## src/rgbd_pkg.sv

```systemverilog
// ----------------------------------------------------------------------------
// rgbd_pkg: shared definitions for the RGB332 error-diffusion ditherer
// Field widths, register indexes, diffusion weights and lane control type.
// ----------------------------------------------------------------------------
package rgbd_pkg;

   localparam int PIX_W     = 8;
   localparam int WIDTH_W   = 12;
   localparam int OUT_W     = 8;

   localparam int MAX_WIDTH_DEF = 2048;
   localparam logic [WIDTH_W-1:0] WIDTH_RESET = 12'd320;

   localparam int CSR_ADDR_W = 1;
   localparam logic [CSR_ADDR_W-1:0] CSR_DITHER_ENABLE = 1'b0;
   localparam logic [CSR_ADDR_W-1:0] CSR_IMAGE_WIDTH   = 1'b1;

   localparam logic [PIX_W-1:0] PIX_MAX = 8'd255;

   // Floyd-Steinberg weights in sixteenths.
   localparam int W_RIGHT      = 7;
   localparam int W_DOWN_LEFT  = 3;
   localparam int W_DOWN       = 5;
   localparam int W_SHIFT      = 4;

   // Bits kept per channel and widths of the down sums in the line store.
   localparam int RED_KEEP_W   = 3;
   localparam int GREEN_KEEP_W = 3;
   localparam int BLUE_KEEP_W  = 2;
   localparam int RED_DOWN_W   = 4;
   localparam int GREEN_DOWN_W = 4;
   localparam int BLUE_DOWN_W  = 6;
   localparam int ENTRY_W      = RED_DOWN_W + GREEN_DOWN_W + BLUE_DOWN_W;

   typedef struct packed {
      logic advance;
      logic dither;
      logic first_row;
      logic frame_start;
      logic last;
   } lane_ctrl_type;

endpackage

```

## src/rgbd_lane.sv

```systemverilog
// ----------------------------------------------------------------------------
// rgbd_lane: one color channel of the ditherer
// Adds the diffused error and saturates when dithering, truncates and spreads the new error.
// ----------------------------------------------------------------------------
module rgbd_lane #(
   parameter int KEEP_W = 3,
   parameter int DOWN_W = 4
) (
   input  logic                       clock,
   input  logic                       reset,
   input  rgbd_pkg::lane_ctrl_type    ctrl,
   input  logic [rgbd_pkg::PIX_W-1:0] pix,
   input  logic [DOWN_W-1:0]          above,
   output logic [KEEP_W-1:0]          quant,
   output logic [DOWN_W-1:0]          down_left,
   output logic [DOWN_W-1:0]          down_here
);
   import rgbd_pkg::*;

   localparam int ERR_W = PIX_W - KEEP_W;
   localparam int RC_W  = ERR_W - 1;
   localparam int MUL_W = ERR_W + 3;
   localparam int SUM_W = PIX_W + 2;

   logic [RC_W-1:0]   carry_ff, carry_in, carry_use;
   logic [DOWN_W-1:0] pend0_ff, pend0_in, pend0_use;
   logic [DOWN_W-1:0] pend1_ff, pend1_in, pend1_use;
   logic [DOWN_W-1:0] above_use;
   logic [SUM_W-1:0]  sum;
   logic [PIX_W-1:0]  value;
   logic [ERR_W-1:0]  err;
   logic [MUL_W-1:0]  e3, e5, e7;

   always_comb begin
      carry_use = ctrl.frame_start ? '0 : carry_ff;
      pend0_use = ctrl.frame_start ? '0 : pend0_ff;
      pend1_use = ctrl.frame_start ? '0 : pend1_ff;
      above_use = ctrl.first_row ? '0 : above;
      sum = SUM_W'(pix) + SUM_W'(carry_use) + SUM_W'(above_use);
      if (!ctrl.dither) begin
         value = pix;
      end else if (sum > SUM_W'(PIX_MAX)) begin
         value = PIX_MAX;
      end else begin
         value = sum[PIX_W-1:0];
      end
      quant = value[PIX_W-1:ERR_W];
      err   = ctrl.dither ? value[ERR_W-1:0] : '0;
      e3 = MUL_W'(err) * MUL_W'(W_DOWN_LEFT);
      e5 = MUL_W'(err) * MUL_W'(W_DOWN);
      e7 = MUL_W'(err) * MUL_W'(W_RIGHT);
      down_left = pend0_use + DOWN_W'(e3[MUL_W-1:W_SHIFT]);
      down_here = pend1_use + DOWN_W'(e5[MUL_W-1:W_SHIFT]);
      if (ctrl.last) begin
         pend0_in = '0;
         pend1_in = '0;
         carry_in = '0;
      end else begin
         pend0_in = down_here;
         pend1_in = DOWN_W'(err[ERR_W-1:W_SHIFT]);
         carry_in = e7[MUL_W-1:W_SHIFT];
      end
   end

   always_ff @(posedge clock) begin
      if (reset) begin
         carry_ff <= '0;
         pend0_ff <= '0;
         pend1_ff <= '0;
      end else if (ctrl.advance) begin
         carry_ff <= carry_in;
         pend0_ff <= pend0_in;
         pend1_ff <= pend1_in;
      end
   end

endmodule

```

## config.mk

```make
export PLATFORM = sky130hd
export DESIGN_NAME = rgbd_lane
export DESIGN_NICKNAME = d
export VERILOG_FILES = /design/src/rgbd_pkg.sv /design/src/rgbd_lane.sv
export SDC_FILE = /design/constraint.sdc
export NUM_CORES = 1
export LEC_CHECK = 0
export BUFFER_PORTS_ARGS = -buffer_cell sky130_fd_sc_hd__buf_2
export CAP_MARGIN = 5
export CORE_MARGIN = 5
export CORE_UTILIZATION = 45
export CTS_CLUSTER_SIZE = 8
export DETAILED_ROUTE_END_ITERATION = 10
export GPL_ROUTABILITY_DRIVEN = 0
export PLACE_DENSITY = 0.67
export SYNTH_ARGS = -nofsm -noshare
export SYNTH_HDL_FRONTEND = slang
export SYNTH_SLANG_ARGS = --single-unit
```

## constraint.sdc

```tcl
create_clock -name clock -period 9 [get_ports clock]
set_input_delay 0.45 -clock clock [delete_from_list [all_inputs] [get_ports clock]]
set_output_delay 0.45 -clock clock [all_outputs]
set_load 0.02 [all_outputs]
```

== After elaboration in Yosys (flattened, before gate mapping) ==
Cells that the tools add are included.

* $add $sub $neg: 4
* Multiply operators: 3
* Order comparisons: 1
* Mux-type cells: 10

{| class="wikitable"
|+ Operators by type and width
! kind !! count
|-
| 4-bit two-way mux || 6
|-
| 5-bit by 3-bit multiplier with 8-bit output, second input constant || 2
|-
| 8-bit two-way mux || 2
|-
| 9-bit by 4-bit adder with 10-bit output || 1
|-
| 10-bit by 8-bit > comparator with 1-bit output, second input constant || 1
|-
| 8-bit by 4-bit adder with 9-bit output || 1
|-
| 5-bit by 2-bit multiplier with 7-bit output, second input constant || 1
|-
| 5-bit two-way mux || 1
|-
| 4-bit by 3-bit adder with 4-bit output || 1
|-
| 4-bit adder || 1
|-
| 1-bit two-way mux || 1
|}

* Register bits after elaboration: 12
* Bits of input ports: 19
* Output and inout bits: 11
* Logic and storage cells: 21

== Logic depth before layout (Yosys ltp) ==
Gate-level depths: netlist of the first run.

* Depth in word-level cells: 10
* Mapped depth: 19
* Depth with buffers taken out: 18

== Worst setup path after synthesis of the first run ==
OpenSTA, ideal clock, no wires.

* Path kind: input to output
* Start: input ctrl[1] in the netlist's numbering
* End: output down_left[3]
* Arrival time: 4,308 ps
* Required time: 8,550 ps
* Path slack: 4,242 ps
* Stages: 16
* Path buffers: 0
* Cell sequence: nand2b_1 fa_1 inv_1 ha_1 fa_1 xor2_1 o21ai_0 inv_1 ha_1 a31oi_1 o21bai_1 xnor2_1 ha_1 a21o_1 a21oi_1 xnor2_1

* Longest elaborated chain between the ends: 9
* Elaborated cells between the ends (all ways): 10
* Classes of those cells: 3 x add/sub; 1 x mul; 1 x order compare; 5 x mux

{| class="wikitable"
|+ RTL lines
! element !! line !! text
|-
| start, declared || rgbd_lane.sv:11 || <nowiki>input rgbd_pkg::lane_ctrl_type ctrl,</nowiki>
|-
| 4-bit two-way mux || rgbd_lane.sv:35 || <nowiki>carry_use = ctrl.frame_start ? '0 : carry_ff;</nowiki>
|-
| 8-bit by 4-bit adder with 9-bit output || rgbd_lane.sv:39 || <nowiki>sum = SUM_W'(pix) + SUM_W'(carry_use) + SUM_W'(above_use);</nowiki>
|-
| 9-bit by 4-bit adder with 10-bit output || rgbd_lane.sv:39 ||
|-
| 10-bit by 8-bit > comparator with 1-bit output || rgbd_lane.sv:42 || <nowiki>end else if (sum > SUM_W'(PIX_MAX)) begin</nowiki>
|-
| 8-bit two-way mux || rgbd_lane.sv:42 ||
|-
| 8-bit two-way mux || rgbd_lane.sv:40 || <nowiki>if (!ctrl.dither) begin</nowiki>
|-
| 5-bit two-way mux || rgbd_lane.sv:48 || <nowiki>err = ctrl.dither ? value[ERR_W-1:0] : '0;</nowiki>
|-
| 5-bit by 2-bit multiplier with 7-bit output || rgbd_lane.sv:49 || <nowiki>e3 = MUL_W'(err) * MUL_W'(W_DOWN_LEFT);</nowiki>
|-
| 4-bit by 3-bit adder with 4-bit output (*) || rgbd_lane.sv:52 || <nowiki>down_left = pend0_use + DOWN_W'(e3[MUL_W-1:W_SHIFT]);</nowiki>
|-
| end, declared || rgbd_lane.sv:15 || <nowiki>output logic [DOWN_W-1:0] down_left,</nowiki>
|}

Every way passes the cells marked *; elsewhere a longest branch is shown, timed or not.

== Final worst setup path of the first run ==
Ends and elaborated chain as after synthesis.

==> flow_metrics.tcl, run 1 <==
set metrics [dict create \
    wl_met3_um 79 \
    grt_usage_pct 15.7 \
    irDropWorstVdd_mv 0.0776 \
    fp-row-count 20 \
    grt_max_degree 13 \
    clock.fmax_mhz 190 \
    drt_iter0_markers 73 \
    critPathCaptureType "primary output" \
    hpwl_um 2870 \
    die_y_um 67.5 \
    placement.io_buffers 29 \
    insertion_delay_ps 250 \
    hold-path-endpoint "pend1_ff[0]" \
    synth_nets 234 \
    cts_root_buf "clkbuf_4" \
    final_common_cell "buf_2" \
    seq_area_frac_synth_pct 12.1 \
    fin_crit_sh_pct 58.6 \
    ant_nets 0 \
    ys.warnings.count 0 \
    synthArstFlopShare_pct 0 \
    rr_worst_depth 14 \
    hp-class "in -> reg" \
    avgSynthCellArea_um2 8.03 \
    dieArea_um2 4550 \
    start_kind "input port" \
    cts_tree "built" \
    top_layer "met4" \
    fin_skew_ps 0.688 \
    p_int_uw 126 \
    slew_headroom_pct 58.5 \
    grt_first_pass_wirelength_um 5560 \
    r2r-end "carry_ff[2]" \
    cellPowerDensity_nw_per_um2 140 \
    syn2layout_area_growth_pct 14.2 \
    seq_power_share_pct 18.9 \
    viasPerCell 5.27 \
    postCtsSetupRepairBufs 0 \
    cts_resized 0 \
    post-route-min-period_ps 5270 \
    cp.arrival_ps 4820 \
    setup_viol 0 \
    reg2reg_setup_slack_ps 4410 \
    core_area_um2 3100 \
    wirelength_um 3340 \
    drive_gt1_share_pct 17.3 \
    clk_path_buf_depth 2 \
    crit_type "in -> out" \
    fin_util_pct 54.6 \
    cts_made_buffers 3 \
    ys_ff_latch 9 \
    synth_area_um2 1490 \
    grt-ovfl-total 0 \
    cp_data_required_time_ps 8550 \
    vias 1359 \
    holdPathStages 2 \
    pin_count 30 \
    fillCellCount 339 \
    outcome "finished, final reports clean" \
    synthCells 185 \
    min-delay-start "reset" \
    grt_pass1_vias 1288 \
    drc 0 \
    p_switching_uw 111 \
    cts.sinks 9 \
    finalHoldViolCount 0 \
    wl_per_cell_um 13.0 \
    worstPathMaxFanout 9 \
    switching_share_pct 46.8 \
    ctsHoldBuffers 0 \
    drv_slew 0 \
    h-tree-depth 1 \
    m1WireLength_um 1570 \
    synth_cell_type_count 40 \
    fin_nets 264 \
    worst-slew-pin-transition_ps 622 \
    antenna_found_initial 0 \
    synth-main-ff-cell "dfxtp_1" \
    power_leakage_uw 0.000826 \
    drv_cap 0 \
    clkTransAtPathRegs_ps 50 \
    clockPowerShare_pct 12.5 \
    fin_setup_tns_ps 0 \
    layout_common_cells "buf_2, ha_1, nand2_1, nor2_1, inv_1" \
    start_util_pct 47.9 \
    drt-pass1-iter-count 5 \
    pwr-share-comb_pct 68.6 \
    synth_edf_count 0 \
    antenna_cells 0 \
    die_x_um 67.5 \
    dr_wl_met2_um 1660 \
    rsz0062_at_grt "no" \
    r2r_start "carry_ff[1]" \
]
==> area by class of cell <==
cell class	instances	area, µm²	share of cell area, %
Inverter	14	52.6	3.10
Clock buffer	4	26.3	1.55
Sequential cell	9	180	10.6
Multi-Input combinational cell	158	1240	72.9
Tap cell	44	55.1	3.25
Timing Repair Buffer	29	145	8.56
==> synthesized netlist by cell type, types with 3 or more instances <==
library cell	instances	area share (%)
nand3_1	4	1.3
dfxtp_1	9	12
a21o_1	3	1.5
a31oi_1	3	1.3
nor2b_1	10	4.2
fa_1	9	12
nor2_1	18	4.5
clkbuf_1	3	0.76
a211oi_1	3	1.5
inv_1	14	3.5
xor2_1	5	2.9
a21oi_1	10	3.4
xnor2_1	8	4.7
nand2b_1	5	2.1
o21ai_0	9	3.0
ha_1	21	18
nand2_1	20	5.1
==> kinds of logic after synthesis <==
kind of cell	count (synthesis)	synth area share, %
AOI/OAI and AO/OA	44	20.6
xor gates and xnor gates	13	7.67
adders and majority gates	30	29.8
buffers and inverters	18	4.63
DFF	9	12.1
muxes	4	2.86
and+or+nand+nor	67	22.2
==> worst max-delay path by stage <==
stage          startpoint           end  slack (ps)  cells after the start
2_1_floorplan     ctrl[1]  down_left[3]        4240                     16
3_3_place_gp      ctrl[1]  down_left[3]        3870                     18
5_1_grt           ctrl[1]  down_left[3]        3400                     18
6_report          ctrl[1]  down_left[3]        3730                     18
3_5_place_dp      ctrl[1]  down_left[3]        3710                     18
4_1_cts           ctrl[1]  down_left[3]        3700                     18
==> flip-flops by register name (all words and copies together), names as in the netlist <==
register  flops
carry_ff      4
pend0_ff      4
pend1_ff      1
==> routing by layer <==
metal / GRT usage, % / vias up
met4: 4.56 / 0
met5: 0 / -
met2: 28.0 / 23
met1: 19.9 / 625
li1: - / 706
met3: 1.50 / 5
==> power by group through the flow <==
stage / Sequential, µW / Combinational [µW] / Clock [µW]
after CTS: 44.8 / 163 / 30.7
final: 44.7 / 162 / 29.6
after detailed placement: 45.7 / 162 / 0
after global placement: 45.5 / 159 / 0
after floorplan: 45.0 / 125 / 0
after global routing: 45.1 / 181 / 33.0
==> critical path, cell delays in order <==
cell and delay (ps):
buf_2 150, nand2b_1 170, fa_1 510, inv_1 40
ha_1 230, fa_1 440, xor2_1 180, o21ai_0 460
inv_1 250, ha_1 350, a31oi_1 300, o21bai_1 120
xnor2_1 260, ha_1 280, a21o_1 170, a21oi_1 170
xnor2_1 130, buf_2 180
==> metrics by stage <==
step	power [µW]	cell area (µm²)	cells	setup slack (ps)	hold WS, ps
finish	237	1700	258	3730	444
CTS	239	1700	258	3700	436
floorplan	170	1490	185	4240	417
global route	259	1700	258	3400	452
global placement	205	1670	254	3870	439
detailed placement	208	1670	254	3710	452
Note: power is estimated with default switching activity, not from simulation.
==> inputs of run 2 (changes only) <==
Settings changed: ABC_AREA from default to 1, PLACE_DENSITY 0.67 to 0.68.
Clock period 9 ns to 5 ns, I/O delays scaled along.
==> run 2 against run 1 <==
  * Sequential power increased by 75%
  * Cell area increased by 0.15%
  * Non-clock buffer count increased by 1
  * Hold slack got worse by 180 ps
  * Synthesized area decreased by 1.2%
  * Die area decreased by 1.0%
  * Wire length decreased by 9.8%
  * Synthesized cell count increased by 17%
  * Combinational power increased by 38%
  * Utilization increased by 0.081 points
  * Via count increased by 3.5%
  * Largest power group unchanged
  * Highest routed layer unchanged
==> flow_metrics.tcl, run 2 <==
set metrics [dict create \
    seq_area_frac_synth_pct 12.3 \
    worst-slew-pin-transition_ps 379 \
    critPathCaptureType "primary output" \
    m1WireLength_um 1390 \
    fin_area_um2 1700 \
    die_y_um 67.1 \
    dieArea_um2 4500 \
    ys.warnings.count 0 \
    instances_no_fill 294 \
    fillCellCount 340 \
    crit_family "adder cells" \
    synth_edf_count 0 \
    insertion_delay_ps 260 \
    avgSynthCellArea_um2 6.76 \
    post-route-min-period_ps 4600 \
    synth_area_um2 1470 \
    synth-main-ff-cell "dfxtp_1" \
    power_leakage_uw 0.000968 \
    drv_cap 0 \
    synthCells 217 \
    rr_worst_depth 17 \
    pwr-share-comb_pct 62.5 \
    detailedPlace.worstSlack_ps 464 \
    fp-row-count 20 \
    synth_compound_area_share_pct 11.8 \
    cts.sinks 9 \
    synthSimpleGateAreaFrac_pct 31.5 \
    path_cells "nand2_1, fa_1, inv_1, ha_1, fa_1, or2_1, nand3_1, inv_1, nor2_1, inv_1, ha_1, a21oi_1, o21ai_1, xor2_1, ha_1, nand3_1, nand2_1, xnor2_1, buf_2" \
    yosys.area.top_type "ha_1" \
    min-delay-start "reset" \
    rsz0062_at_grt "no" \
    synth_cell_type_count 31 \
    start_util_pct 47.3 \
    final_common_cell "nand2_1" \
    cellPowerDensity_nw_per_um2 211 \
    grt_first_pass_wirelength_um 5180 \
    core_area_um2 3100 \
    placement.io_buffers 29 \
    antenna_cells 0 \
    h-tree-depth 1 \
    synth_top_family_by_area "simple AND/OR/NAND/NOR gates" \
    hold-path-endpoint "pend0_ff[2]" \
    outcome "finished, final reports clean" \
    vias 1406 \
    layout_common_cells "nand2_1, inv_1, buf_2, ha_1, nand3_1" \
    die_x_um 67.1 \
    ctsHoldBuffers 0 \
    synthArstFlopShare_pct 0 \
    synthAdderAreaFrac_pct 30.2 \
    reg2reg_setup_slack_ps 1190 \
    viasPerCell 4.78 \
    fin_crit_sh_pct 92.0 \
    cp_data_required_time_ps 4750 \
    cpMaxStageDelayCell "fa_1" \
    p_int_uw 192 \
    top_layer "met4" \
    drv_slew 0 \
    irDropWorstVdd_mv 0.0650 \
    cp.depth 19 \
    synth_common_cells "nand2_1, inv_1, ha_1" \
    post-synth-top-count-cell "nand2_1" \
    r2r_start "carry_ff[1]" \
    fin_nets 300 \
    drc 0 \
    wl_per_cell_um 10.3 \
    cp.arrival_ps 4350 \
    grt_usage_pct 14.7 \
    worstPathMaxFanout 5 \
    dr_wl_met2_um 1380 \
    clk_path_buf_depth 2 \
    cpPeakStageDelay_ps 510 \
    switching_share_pct 46.5 \
    syn2layout_area_growth_pct 15.7 \
    fin_setup_tns_ps 0 \
    ant_nets 0 \
    dpl.cell_count 290 \
    path_buf_inv 4 \
    start_kind "flop" \
    power.total_uw 358 \
    seq_power_share_pct 21.9 \
    synth_top_cell_area_share_pct 17.9 \
    cts_root_buf "clkbuf_4" \
    synth_xor_area_share_pct 2.98 \
    crit_type "reg -> out" \
    drt_iter0_markers 42 \
    placed_area_um2 1670 \
    wl_met3_um 198 \
    antenna_found_initial 0 \
    wirelength_um 3020 \
    drt-pass1-iter-count 4 \
    slew_headroom_pct 74.6 \
    drive_gt1_share_pct 20.4 \
    clock.fmax_mhz 217 \
    clockPowerShare_pct 15.6 \
    synth_mux_area_share_pct 0 \
    grt_max_degree 12 \
    setup_viol 0 \
    top_regs "carry_ff (4), pend0_ff (4), pend1_ff (1)" \
    ys_ff_latch 9 \
    grt_pass1_vias 1301 \
    hpwl_um 2670 \
    grt-ovfl-total 0 \
    pin_count 30 \
    clkTransAtPathRegs_ps 60 \
    finalHoldViolCount 0 \
    cts_tree "built" \
    yosys-top-cells-area "ha_1, nand2_1, dfxtp_1" \
    fin_ws_ps 398 \
    p_switching_uw 167 \
    holdPathStages 2 \
    cts_resized 0 \
    synth_nets 266 \
    cts_made_buffers 3 \
    postCtsSetupRepairBufs 0 \
    r2r-end "carry_ff[2]" \
    fin_skew_ps 0.630 \
    hp-class "in -> reg" \
]
==> run 2: cell types whose count changed after synthesis, moves of 3 or more <==
cell,before,now
nand2_1,20,51
inv_1,14,39
nand3_1,4,18
nor2b_1,10,0
o21ai_0,9,2
xnor2_1,8,1
a21oi_1,10,15
nand2b_1,5,0
a21o_1,3,0
a31oi_1,3,0
clkbuf_1,3,0
inv_2,0,3
nand2_2,0,3
nand3_2,0,3
==> run 2: worst reg2reg max path, delay by kind of cell, from the launching register on <==
kind | cells | cell delay [ps]
and+or+nand+nor | 7 | 900
AOI/OAI and AO/OA | 2 | 340
adders and majority gates | 5 | 1890
DFF | 1 | 330
buffers and inverters | 3 | 310
==> run 2: area by class of cell <==
cell class              count  area, µm²  share of cell area, %
well taps                  44       55.1                   3.24
multi-input cells         164       1120                   66.1
flip-flops and latches      9        180                   10.6
repair buffers             30        153                   8.99
clock buffers               4       26.3                   1.55
inverters                  43        161                   9.51
==> run 2: worst max-delay path by stage <==
stage                      startpoint            to
after detailed placement      ctrl[1]  down_left[3]
after global routing      carry_ff[2]  down_left[3]
after global placement        ctrl[1]  down_left[3]
after floorplan               ctrl[1]  down_left[3]
final                     carry_ff[1]  down_left[3]
after CTS                 carry_ff[1]  down_left[3]
==> run 2: through the flow <==
step | hold WS [ps] | utilization [%]
2_1_floorplan | 445 | -
3_3_place_gp | 455 | 53.9
3_5_place_dp | 459 | 53.9
4_1_cts | 251 | 54.7
5_1_grt | 282 | 54.7
6_report | 265 | 54.7
==> run 2: per-layer routing <==
layer | GRT usage, % | vias to the layer above
met5 | 0 | -
met2 | 25.4 | 36
met1 | 17.8 | 615
met4 | 3.80 | 0
li1 | - | 749
met3 | 4.05 | 6
==> run 2: power by group through the flow <==
stage               logic (µW)  clock network, µW  registers (µW)
floorplan                  171                  0            79.5
global placement           225                  0            79.9
detailed placement         226                  0            80.0
CTS                        227               58.5            78.4
global route               259               63.9            78.9
finish                     224               55.8            78.4
==> run 2: logic make-up after synthesis <==
group | after synthesis
compound gates | 28
xor+xnor | 5
fa+ha+maj | 30
buf+inv | 44
flops | 9
simple gates | 101
